<file path="src/sv/bauc_pkg.sv">
// Shared types and constants for the button autorepeat up/down counter.
// No dependencies.
`default_nettype none

package bauc_pkg;

   localparam int VALUE_BITS_DEF = 7;
   localparam int HOLD_BITS_DEF  = 16;

   localparam int CSR_ADDR_BITS = 2;
   localparam int CSR_DATA_BITS = 16;
   localparam int PERIOD_BITS   = 8;
   localparam int CFG_HOLD_BITS = 16;

   localparam logic [CFG_HOLD_BITS-1:0] SHORT_HOLD_RST  = 16'd100;
   localparam logic [CFG_HOLD_BITS-1:0] LONG_HOLD_RST   = 16'd300;
   localparam logic [PERIOD_BITS-1:0]   SLOW_REPEAT_RST = 8'd50;
   localparam logic [PERIOD_BITS-1:0]   FAST_REPEAT_RST = 8'd10;

   typedef enum logic [CSR_ADDR_BITS-1:0] {
      CSR_SHORT_HOLD  = 2'd0,
      CSR_LONG_HOLD   = 2'd1,
      CSR_SLOW_REPEAT = 2'd2,
      CSR_FAST_REPEAT = 2'd3
   } csr_addr_type;

   typedef enum logic [2:0] {
      MODE_IDLE     = 3'd0,
      MODE_UP_PRESS = 3'd1,
      MODE_UP_SLOW  = 3'd2,
      MODE_UP_FAST  = 3'd3,
      MODE_DN_PRESS = 3'd4,
      MODE_DN_SLOW  = 3'd5,
      MODE_DN_FAST  = 3'd6
   } mode_type;

   typedef struct packed {
      logic [CFG_HOLD_BITS-1:0] short_hold;
      logic [CFG_HOLD_BITS-1:0] long_hold;
      logic [PERIOD_BITS-1:0]   slow_repeat;
      logic [PERIOD_BITS-1:0]   fast_repeat;
   } cfg_type;

   // Per-button status after the current tick, plus the sample before it.
   typedef struct packed {
      logic                   prev_level;   // stored sample before this tick
      logic                   pressed;
      logic                   short_hit;
      logic                   long_hit;
      logic [PERIOD_BITS-1:0] phase;
      logic                   clr_step;     // phase reached period - 1 this tick
   } btn_stat_type;

endpackage

`default_nettype wire

</file>
<file path="src/sv/button_autorepeat_updown_counter.sv">
// Debounced up/down push-button counter with two-speed autorepeat.
// A request passes through the input register, then the result register, to its response.
// Throughput: one request per cycle while the response channel is not stalled.
// Reset (synchronous, active high): counter 0, mode idle, buttons released,
// both stages empty, timing registers back to 100/300/50/10 ticks.
`default_nettype none

module button_autorepeat_updown_counter
   import bauc_pkg::*;
#(
   parameter int VALUE_BITS = VALUE_BITS_DEF,
   parameter int HOLD_BITS  = HOLD_BITS_DEF
) (
   input  wire logic                               clock,
   input  wire logic                               reset,
   // request channel: one timer tick
   input  wire logic                               req_tvalid,
   output logic                                    req_tready,
   input  wire logic [7:0]                         req_tdata,  // [0] up_level, [1] down_level
   // response channel: counter after the tick
   output logic                                    rsp_tvalid,
   input  wire logic                               rsp_tready,
   output logic [((VALUE_BITS+8)/8)*8-1:0]         rsp_tdata,  // value, then changed
   // configuration writes
   input  wire logic                               csr_we,
   input  wire logic [CSR_ADDR_BITS-1:0]           csr_addr,
   input  wire logic [CSR_DATA_BITS-1:0]           csr_wdata
);

   localparam int RSP_BITS = ((VALUE_BITS + 8) / 8) * 8;

   // timing registers
   cfg_type cfg_ff;

   always_ff @(posedge clock) begin
      if (reset) begin
         cfg_ff.short_hold  <= SHORT_HOLD_RST;
         cfg_ff.long_hold   <= LONG_HOLD_RST;
         cfg_ff.slow_repeat <= SLOW_REPEAT_RST;
         cfg_ff.fast_repeat <= FAST_REPEAT_RST;
      end else if (csr_we) begin
         unique case (csr_addr)
            CSR_SHORT_HOLD:  cfg_ff.short_hold  <= csr_wdata;
            CSR_LONG_HOLD:   cfg_ff.long_hold   <= csr_wdata;
            CSR_SLOW_REPEAT: cfg_ff.slow_repeat <= csr_wdata[PERIOD_BITS-1:0];
            CSR_FAST_REPEAT: cfg_ff.fast_repeat <= csr_wdata[PERIOD_BITS-1:0];
         endcase
      end
   end

   // Two-slot flow: the input register holds a tick while the result register
   // holds the previous response, so a stalled consumer never stops intake
   // until both are full.
   logic in_valid_ff, in_valid_in;
   logic up_ff, dn_ff;
   logic rsp_valid_ff, rsp_valid_in;
   logic [VALUE_BITS-1:0] value_ff, value_in;
   logic changed_ff, changed_in;
   logic out_free, adv, req_take;

   assign out_free   = !rsp_valid_ff || rsp_tready;
   assign adv        = in_valid_ff && out_free;      // tick processed this cycle
   assign req_tready = !in_valid_ff || out_free;
   assign req_take   = req_tvalid && req_tready;

   always_comb begin
      if (req_take) in_valid_in = 1'b1;
      else if (adv) in_valid_in = 1'b0;
      else in_valid_in = in_valid_ff;
      if (adv) rsp_valid_in = 1'b1;
      else if (rsp_tready) rsp_valid_in = 1'b0;
      else rsp_valid_in = rsp_valid_ff;
   end

   always_ff @(posedge clock) begin
      if (reset) begin
         in_valid_ff  <= 1'b0;
         rsp_valid_ff <= 1'b0;
      end else begin
         in_valid_ff  <= in_valid_in;
         rsp_valid_ff <= rsp_valid_in;
      end
   end

   always_ff @(posedge clock) begin
      if (req_take) begin
         up_ff <= req_tdata[0];
         dn_ff <= req_tdata[1];
      end
      if (adv) begin
         value_ff   <= value_in;
         changed_ff <= changed_in;
      end
   end

   // Button trackers. Down is honored only while up's stored sample
   // (before this tick) shows released.
   btn_stat_type up_stat, dn_stat;

   bauc_button #(.HOLD_BITS(HOLD_BITS)) u_up_btn (
      .clock  (clock),
      .reset  (reset),
      .adv    (adv),
      .sample (up_ff),
      .enable (1'b1),
      .cfg    (cfg_ff),
      .stat   (up_stat)
   );

   bauc_button #(.HOLD_BITS(HOLD_BITS)) u_dn_btn (
      .clock  (clock),
      .reset  (reset),
      .adv    (adv),
      .sample (dn_ff),
      .enable (up_stat.prev_level),
      .cfg    (cfg_ff),
      .stat   (dn_stat)
   );

   bauc_ctrl #(.VALUE_BITS(VALUE_BITS)) u_ctrl (
      .clock      (clock),
      .reset      (reset),
      .adv        (adv),
      .up_stat    (up_stat),
      .dn_stat    (dn_stat),
      .cfg        (cfg_ff),
      .value_in   (value_in),
      .changed_in (changed_in)
   );

   assign rsp_tvalid = rsp_valid_ff;
   assign rsp_tdata  = RSP_BITS'({changed_ff, value_ff});

endmodule

`default_nettype wire

</file>
<file path="src/sv/bauc_button.sv">
// One button: settle check, saturating hold count, repeat phase and flags.
// Depends on bauc_pkg.
`default_nettype none

module bauc_button
   import bauc_pkg::*;
#(
   parameter int HOLD_BITS = HOLD_BITS_DEF
) (
   input  wire logic         clock,
   input  wire logic         reset,
   input  wire logic         adv,
   input  wire logic         sample,
   input  wire logic         enable,
   input  wire cfg_type      cfg,
   output btn_stat_type      stat
);

   localparam int CMP_BITS = (HOLD_BITS > CFG_HOLD_BITS) ? HOLD_BITS : CFG_HOLD_BITS;

   logic                   prev_ff, prev_in;
   logic [HOLD_BITS-1:0]   hold_ff, hold_in;
   logic [PERIOD_BITS-1:0] phase_ff, phase_in;
   logic [2:0]             flags_ff, flags_in;

   logic [HOLD_BITS-1:0]   hold_inc;
   logic [CMP_BITS-1:0]    hold_cmp;
   logic                   at_short, at_long;
   logic [PERIOD_BITS-1:0] period, phase_p1;
   logic                   clr_step;

   always_comb begin
      hold_inc = (&hold_ff) ? hold_ff : hold_ff + 1'b1;
      hold_cmp = CMP_BITS'(hold_inc);
      at_long  = hold_cmp >= CMP_BITS'(cfg.long_hold);
      at_short = (hold_cmp >= CMP_BITS'(cfg.short_hold)) && !at_long;
      period   = at_long ? cfg.fast_repeat : cfg.slow_repeat;
      phase_p1 = phase_ff + 1'b1;
   end

   always_comb begin
      prev_in  = sample;
      hold_in  = hold_ff;
      phase_in = phase_ff;
      flags_in = flags_ff;
      clr_step = 1'b0;
      if (prev_ff == sample) begin
         if (!sample && enable) begin
            hold_in     = hold_inc;
            flags_in[0] = 1'b1;
            if (at_short || at_long) begin
               if (at_short) begin
                  flags_in[1] = 1'b1;
               end else begin
                  flags_in[2] = 1'b1;
               end
               clr_step = phase_p1 == (period - 1'b1);
               phase_in = (phase_p1 >= period) ? '0 : phase_p1;
            end
         end else begin
            hold_in  = '0;
            phase_in = '0;
            flags_in = '0;
         end
      end
   end

   always_ff @(posedge clock) begin
      if (reset) begin
         prev_ff  <= 1'b1;
         hold_ff  <= '0;
         phase_ff <= '0;
         flags_ff <= '0;
      end else if (adv) begin
         prev_ff  <= prev_in;
         hold_ff  <= hold_in;
         phase_ff <= phase_in;
         flags_ff <= flags_in;
      end
   end

   assign stat.prev_level = prev_ff;
   assign stat.pressed    = flags_in[0];
   assign stat.short_hit  = flags_in[1];
   assign stat.long_hit   = flags_in[2];
   assign stat.phase      = phase_in;
   assign stat.clr_step   = clr_step;

endmodule

`default_nettype wire

</file>
<file path="src/sv/bauc_ctrl.sv">
// Mode state machine, repeat step gating and the wrapping up/down counter.
// Depends on bauc_pkg.
`default_nettype none

module bauc_ctrl
   import bauc_pkg::*;
#(
   parameter int VALUE_BITS = VALUE_BITS_DEF
) (
   input  wire logic                  clock,
   input  wire logic                  reset,
   input  wire logic                  adv,
   input  wire btn_stat_type          up_stat,
   input  wire btn_stat_type          dn_stat,
   input  wire cfg_type               cfg,
   output logic [VALUE_BITS-1:0]      value_in,
   output logic                       changed_in
);

   mode_type               mode_ff, mode_in;
   logic                   step_done_ff, step_done_in;
   logic [VALUE_BITS-1:0]  counter_ff;
   logic                   done_now;
   logic                   up_slow_due, up_fast_due, dn_slow_due, dn_fast_due;
   logic                   inc, dec;

   // Either button's phase passing period - 1 re-arms the repeat step.
   always_comb begin
      done_now    = step_done_ff && !up_stat.clr_step && !dn_stat.clr_step;
      up_slow_due = (up_stat.phase == cfg.slow_repeat - 1'b1) && !done_now;
      up_fast_due = (up_stat.phase == cfg.fast_repeat - 1'b1) && !done_now;
      dn_slow_due = (dn_stat.phase == cfg.slow_repeat - 1'b1) && !done_now;
      dn_fast_due = (dn_stat.phase == cfg.fast_repeat - 1'b1) && !done_now;
   end

   // Next state
   always_comb begin
      mode_in = mode_ff;
      unique case (mode_ff)
         MODE_UP_PRESS: begin
            if (!up_stat.pressed) mode_in = MODE_IDLE;
            else if (up_stat.short_hit) mode_in = MODE_UP_SLOW;
         end
         MODE_UP_SLOW: begin
            if (!up_stat.pressed) mode_in = MODE_IDLE;
            else if (up_stat.long_hit) mode_in = MODE_UP_FAST;
         end
         MODE_UP_FAST: begin
            if (!up_fast_due && !up_stat.pressed) mode_in = MODE_IDLE;
         end
         MODE_DN_PRESS: begin
            if (!dn_stat.pressed) mode_in = MODE_IDLE;
            else if (dn_stat.short_hit) mode_in = MODE_DN_SLOW;
         end
         MODE_DN_SLOW: begin
            if (!dn_stat.pressed) mode_in = MODE_IDLE;
            else if (!dn_slow_due && dn_stat.long_hit) mode_in = MODE_DN_FAST;
         end
         MODE_DN_FAST: begin
            if (!dn_stat.pressed) mode_in = MODE_IDLE;
         end
         default: begin
            if (up_stat.pressed) mode_in = MODE_UP_PRESS;
            else if (dn_stat.pressed) mode_in = MODE_DN_PRESS;
            else mode_in = MODE_IDLE;
         end
      endcase
   end

   // Outputs
   always_comb begin
      inc = 1'b0;
      dec = 1'b0;
      unique case (mode_ff)
         MODE_UP_PRESS: ;
         MODE_UP_SLOW:  inc = up_slow_due;
         MODE_UP_FAST:  inc = up_fast_due;
         MODE_DN_PRESS: ;
         MODE_DN_SLOW:  dec = dn_stat.pressed && dn_slow_due;
         MODE_DN_FAST:  dec = dn_stat.pressed && dn_fast_due;
         default: begin
            inc = up_stat.pressed;
            dec = !up_stat.pressed && dn_stat.pressed;
         end
      endcase
   end

   // A fresh press never sets step_done; only a repeat step does.
   always_comb begin
      step_done_in = done_now;
      if ((inc || dec) && mode_ff != MODE_IDLE && mode_ff != MODE_UP_PRESS
          && mode_ff != MODE_DN_PRESS) begin
         step_done_in = 1'b1;
      end
      if (inc) value_in = counter_ff + 1'b1;
      else if (dec) value_in = counter_ff - 1'b1;
      else value_in = counter_ff;
      changed_in = inc || dec;
   end

   always_ff @(posedge clock) begin
      if (reset) begin
         mode_ff      <= MODE_IDLE;
         step_done_ff <= 1'b0;
         counter_ff   <= '0;
      end else if (adv) begin
         mode_ff      <= mode_in;
         step_done_ff <= step_done_in;
         counter_ff   <= value_in;
      end
   end

endmodule

`default_nettype wire

</file>
<file path="config.mk">
export PLATFORM = sky130hd
export DESIGN_NAME = button_autorepeat_updown_counter
export DESIGN_NICKNAME = d
export VERILOG_FILES = /design/src/sv/bauc_pkg.sv /design/src/sv/button_autorepeat_updown_counter.sv /design/src/sv/bauc_button.sv /design/src/sv/bauc_ctrl.sv
export SDC_FILE = /design/constraint.sdc
export NUM_CORES = 1
export LEC_CHECK = 0
export ABC_AREA = 1
export BUFFER_PORTS_ARGS = -buffer_cell sky130_fd_sc_hd__buf_2
export CAP_MARGIN = 20
export CORE_AREA = 8 8 147 149
export CTS_BUF_LIST = sky130_fd_sc_hd__clkbuf_2
export DETAILED_ROUTE_END_ITERATION = 16
export DIE_AREA = 0 0 155 157
export GPL_ROUTABILITY_DRIVEN = 0
export PLACE_DENSITY_LB_ADDON = 0.08
export SYNTH_ARGS = -nofsm -noshare
export SYNTH_HDL_FRONTEND = slang
export SYNTH_HIERARCHICAL = 1
export SYNTH_SLANG_ARGS = --single-unit
</file>
<file path="constraint.sdc">
create_clock -name clock -period 4.65 [get_ports clock]
set_input_delay 0.2325 -clock clock [delete_from_list [all_inputs] [get_ports clock]]
set_output_delay 0.2325 -clock clock [all_outputs]
set_load 0.01 [all_outputs]
</file>
==> metrics.yaml, run 1 <==
status:
  status: "finished with violations"
  violations: "negative setup slack"
worst_setup_path:
  crit_type: "reg2reg"
  end_kind: "register"
  worstSetupStartpointType: "register"
  crit_top_cell: "nand2_1"
  rrSetupSlack_ns: -0.83
  crit_slowest_cell: "dfxtp_2"
  crit_path_max_fanout: 8
  critPathRequiredTime_ns: 5.34
  crit_arrival_ns: 6.17
  cpPeakStageDelay_ns: 0.40
grt:
  antenna_found_initial: 1
  grt_pass1_vias: 11538
  grt.total_usage_pct: 28.05
  grt_pass1_wl_um: 55210
  overflow: 0
  grt_max_degree: 53
cts:
  clk_latency_ns: 0.75
  cts.path.max_buffers: 2
  htree_levels: 4
  cts_made_buffers: 17
  clkSinkCount: 127
  cts_tree: "yes"
  clockRootBuffer: "clkbuf_2"
  cts.clk_slew.worst_paths_ns: 0.22
power:
  power_uw: 2425
  p_leak_uw: 0.007305
  peakVddDrop_uv: 218.0
  p_per_area_nw_per_um2: 169.8
timing:
  worst_slack_ns: -0.8284
  setup_tns_ns: -14.68
  slew_headroom_pct: 35.57
  finalClockSkew_ns: 0.04013
  fin_crit_sh_pct: 117.8
  tightest_slew_ns: 0.9641
  fmaxAchievable_ghz: 0.1825
  hold_viol: 0
  finalCriticalPeriod_ns: 5.478
  rsz0062_at_grt: "yes"
  final-setup-viol-count: 19
  maxSlewViolCount: 0
layout:
  final_cell_mix: "nand2_1, inv_1, buf_4"
  nNetsFinal: 2179
  stdcell_count: 2337
  mostFrequentLayoutCell: "nand2_1"
  drive_above_1_share_pct: 23.32
  syn_to_final_growth_pct: 27.85
min_path:
  hp-class: "in2reg"
synthesis:
  synth_area_um2: 11170
  syn_nets: 1938
  synth_warnings: 6
  syn_avg_cell_area_um2: 6.149
  netlist_instances: 1817
placement:
  dp.final_hpwl_um: 24960
  portBuffers: 34
  dp_cells: 2242
die:
  core_area_um2: 19210
  fp.dieW_um: 155
  dieArea_um2: 24340
  io_pins: 41
  start_util_pct: 58.17
  die_h_um: 157
  rows: 51
detailed_routing:
  vias: 12440
  wl_per_cell_um: 14.76
  drc: 0
  ant_nets: 0
  first_pass_iters: 10
  avgViaCountPerCell: 5.323
  routed_wl_um: 34500
  drtIter0Drc: 855
run:
  drv_cap: 0
power by group:
| part | leakage, uW | internal (uW) | total (uW) | switching, uW |
|---|---|---|---|---|
| Clock | 0.000132 | 200 | 678 | 478 |
| Sequential | 0.00105 | 1150 | 1200 | 48.3 |
| Combinational | 0.00612 | 201 | 552 | 351 |
layer usage:
metal,routed length [um],vias up,share of wire (%),GRT usage [%]
li1,-,6250,-,-
met1,14170,5724,41,32.36
met2,17350,383,50,51.06
met3,1812,83,5.3,4.086
met4,1166,0,3.4,11.57
met5,0,-,0,0
area by class of cell:
cell class                      instances  area (um^2)
Multi-Input combinational cell       1323         7816
Fill cell                            1600         4922
Sequential cell                       127         2653
Timing Repair Buffer                  267         2053
Inverter                              322         1221
Tap cell                              265        331.6
Clock inverter                         13        112.6
Clock buffer                           19        95.09
Antenna cell                            1        2.502
stage by stage:
stage               utilization, %  hold slack (ns)  area, um^2  setup WS, ns
floorplan                        -           0.3016       11400       -0.1921
detailed placement           67.49           0.4149       12960       -0.8524
finish                       74.37           0.1009       14290       -0.8284
CTS                          72.69          0.03049       13960       -0.5601
global placement             67.49           0.4227       12960       -0.7329
global route                 74.37          0.06654       14290        -1.232
registers in the layout, indices dropped and copies added, names as in the netlist, 3 cells and up:
| signal | flops |
|---|---|
| u_up_btn/phase_ff | 8 |
| u_up_btn/hold_ff | 16 |
| u_dn_btn/hold_ff | 16 |
| u_dn_btn/flags_ff | 3 |
| cfg_ff | 48 |
| u_ctrl/mode_ff | 3 |
| value_ff | 7 |
| u_ctrl/counter_ff | 7 |
| u_dn_btn/phase_ff | 8 |
| u_up_btn/flags_ff | 3 |
path summary, 6_finish.rpt:
| check | to | start | cells past startpoint |
|---|---|---|---|
| setup / recovery | u_ctrl/counter_ff[6] | u_up_btn/hold_ff[1] | 45 |
| hold / removal | cfg_ff[34] | csr_we | 3 |
| setup reg to reg | u_ctrl/counter_ff[6] | u_up_btn/hold_ff[1] | 45 |
| hold reg to reg | u_up_btn/hold_ff[2] | u_up_btn/hold_ff[2] | 2 |
critical path: cells and delay by family, from the launching register on:
family / cells / cell delay, ns
flops: 1 / 0.40
buf+inv: 5 / 0.44
xor+xnor: 1 / 0.13
fa+ha+maj: 3 / 0.62
simple gates: 31 / 3.04
compound gates: 5 / 0.77
what timing repair did:
| item | in CTS | in global routing |
|---|---|---|
| buffers inserted | 27 | 8 |
| resized for setup | 73 | 58 |
| hold endpoints to repair | 69 | 0 |
| pin swaps | 53 | 53 |
| cloned | 1 | 0 |
| hold buffers | 27 | 0 |
| endpoints found under the setup margin | 19 | 19 |
Note: power is estimated with default switching activity, not from simulation.
==> inputs of run 2 (changes only) <==
--- a/config.mk
+++ b/config.mk
@@ -8,12 +8,13 @@
 export ABC_AREA = 1
 export BUFFER_PORTS_ARGS = -buffer_cell sky130_fd_sc_hd__buf_2
 export CAP_MARGIN = 20
-export CORE_AREA = 8 8 147 149
+export CORE_AREA = 8 8 141 143
 export CTS_BUF_LIST = sky130_fd_sc_hd__clkbuf_2
 export DETAILED_ROUTE_END_ITERATION = 16
-export DIE_AREA = 0 0 155 157
+export DIE_AREA = 0 0 149 151
 export GPL_ROUTABILITY_DRIVEN = 0
 export PLACE_DENSITY_LB_ADDON = 0.08
+export SKIP_CTS_REPAIR_TIMING = 1
 export SYNTH_ARGS = -nofsm -noshare
 export SYNTH_HDL_FRONTEND = slang
 export SYNTH_HIERARCHICAL = 1
==> constraint.sdc (replaced) <==
create_clock -name clock -period 5.24 [get_ports clock]
set_input_delay 0.262 -clock clock [delete_from_list [all_inputs] [get_ports clock]]
set_output_delay 0.262 -clock clock [all_outputs]
set_load 0.01 [all_outputs]
==> metrics.yaml, run 2 (synthesis results as in run 1) <==
status:
  status: "finished with violations"
  violations: "negative setup slack"
power:
  power_uw: 2243
  p_per_area_nw_per_um2: 164.0
  p_clk_share_pct: 32.6
  p_leak_uw: 0.006998
  combPwrFrac_pct: 19.8
  peakVddDrop_uv: 223.7
  seqPwrFrac_pct: 47.6
  p_switching_uw: 746.4
  internal_power_uw: 1497
  p_sw_share_pct: 33.28
cts:
  htree_levels: 4
  clk_latency_ns: 0.73
  cts_tree: "yes"
  cts.path.max_buffers: 2
  cts_made_buffers: 17
  cts.clk_slew.worst_paths_ns: 0.23
  clockRootBuffer: "clkbuf_2"
  clkSinkCount: 127
detailed_routing:
  ant_nets: 0
  wl_per_cell_um: 14.71
  first_pass_iters: 7
  drtIter0Drc: 784
  drc: 0
  vias: 12338
  avgViaCountPerCell: 5.488
  routed_wl_um: 33070
layout:
  stdcell_count: 2248
  largest_reg_flops: 48
  fill_cells: 1364
  regMostFlops: "cfg_ff"
  design_area_um2: 13670
  nNetsFinal: 2126
  mostFrequentLayoutCell: "nand2_1"
  multi_input_area_um2: 7586
  reg.largest.list: "cfg_ff: 48 flops, u_dn_btn/hold_ff: 16 flops, u_up_btn/hold_ff: 16 flops"
  syn_to_final_growth_pct: 22.39
  regArea_um2: 2659
  drive_above_1_share_pct: 20.47
  final_cell_mix: "nand2_1, inv_1, nand3_1"
min_path:
  hp-class: "in2reg"
worst_setup_path:
  worstSetupStartpointType: "register"
  cpPeakStageDelay_ns: 0.41
  end_kind: "register"
  crit_top_cell: "nand2_1"
  crit_slowest_cell: "dfxtp_2"
  crit_type: "reg2reg"
  critPathRequiredTime_ns: 5.75
  crit_arrival_ns: 6.14
  crit_path_max_fanout: 7
grt:
  grt.total_usage_pct: 27.38
  grt_pass1_wl_um: 50480
  antenna_found_initial: 1
  overflow: 0
  grt_pass1_vias: 11204
  grt_max_degree: 68
placement:
  dp_cells: 2164
  place_area_um2: 12380
  portBuffers: 34
  dp.final_hpwl_um: 23410
  place_ws_ns: -0.3048
timing:
  fin_crit_sh_pct: 107.5
  tightest_slew_ns: 0.9417
  slew_headroom_pct: 37.07
  rsz0062_at_grt: "yes"
  maxSlewViolCount: 0
  finalCriticalPeriod_ns: 5.631
  final-setup-viol-count: 19
  fmaxAchievable_ghz: 0.1776
  worst_slack_ns: -0.3907
  finalClockSkew_ns: 0.04998
  hold_viol: 0
run:
  drv_cap: 0
die:
  rows: 49
  die_h_um: 151
  start_util_pct: 63.28
  dieArea_um2: 22500
  io_pins: 41
  core_area_um2: 17660
  fp.dieW_um: 149
-- run 2: cell count changes in the layout (fill, tap and decap cells not counted), moves of 4 or more --
cell     previous run  this run
nand2_4            25        11
nand3_2            17        10
nand3_1           152       161
buf_4             194       144
o21ai_0            27        31
dfxtp_1           111       104
nand2_1           480       494
nor3_2              3         7
nor3_1             10         6
dfxtp_2             5        13
ha_4               13         6
ha_1               77        84
-- run 2: cell type report --
type | count | area share [%]
Tap cell | 229 | 2.095
Inverter | 322 | 8.875
Timing Repair Buffer | 214 | 12.07
Multi-Input combinational cell | 1323 | 55.48
Sequential cell | 127 | 19.44
Clock buffer | 18 | 0.6588
Clock inverter | 14 | 1.363
Antenna cell | 1 | 0.01830
-- run 2: power by group through the flow --
stage          sequential, uW  combinational (uW)  clock [uW]
6_report                 1070                 445         731
2_1_floorplan            1070                 294           0
4_1_cts                  1070                 393         749
3_3_place_gp             1080                 378           0
5_1_grt                  1070                 500         789
3_5_place_dp             1080                 391           0
-- run 2: critical path, delay by kind of cell, from the launching register on --
family / cells / cell delay [ns]
and+or+nand+nor: 27 / 3.04
AOI/OAI and AO/OA: 4 / 0.68
adders and majority gates: 3 / 0.59
buffers and inverters: 6 / 0.55
DFF: 1 / 0.41
xor gates and xnor gates: 1 / 0.16
-- run 2: final timing paths --
kind,start,endpoint,slack (ns),depth (start not counted)
min reg2reg,u_up_btn/hold_ff[2],u_up_btn/hold_ff[2],0.50,2
min,csr_we,cfg_ff[38],0.13,3
max reg2reg,u_up_btn/hold_ff[0],value_ff[1],-0.39,41
max,u_up_btn/hold_ff[0],value_ff[1],-0.39,41
-- run 2: through the flow --
step	TNS, ns	util, %	hold WS, ns
3_3_place_gp	-1.829	70.10	0.4403
4_1_cts	-5.046	71.67	-0.3619
3_5_place_dp	-4.219	70.10	0.4406
6_report	-5.805	77.44	0.1318
5_1_grt	-12.07	77.44	0.07511
2_1_floorplan	0	-	0.3311
-- run 2: metal layers --
layer,part of all wire [%],GRT usage (%)
met1,40,30.58
met2,49,48.67
met3,5.8,5.318
met4,4.8,14.34
met5,0,0
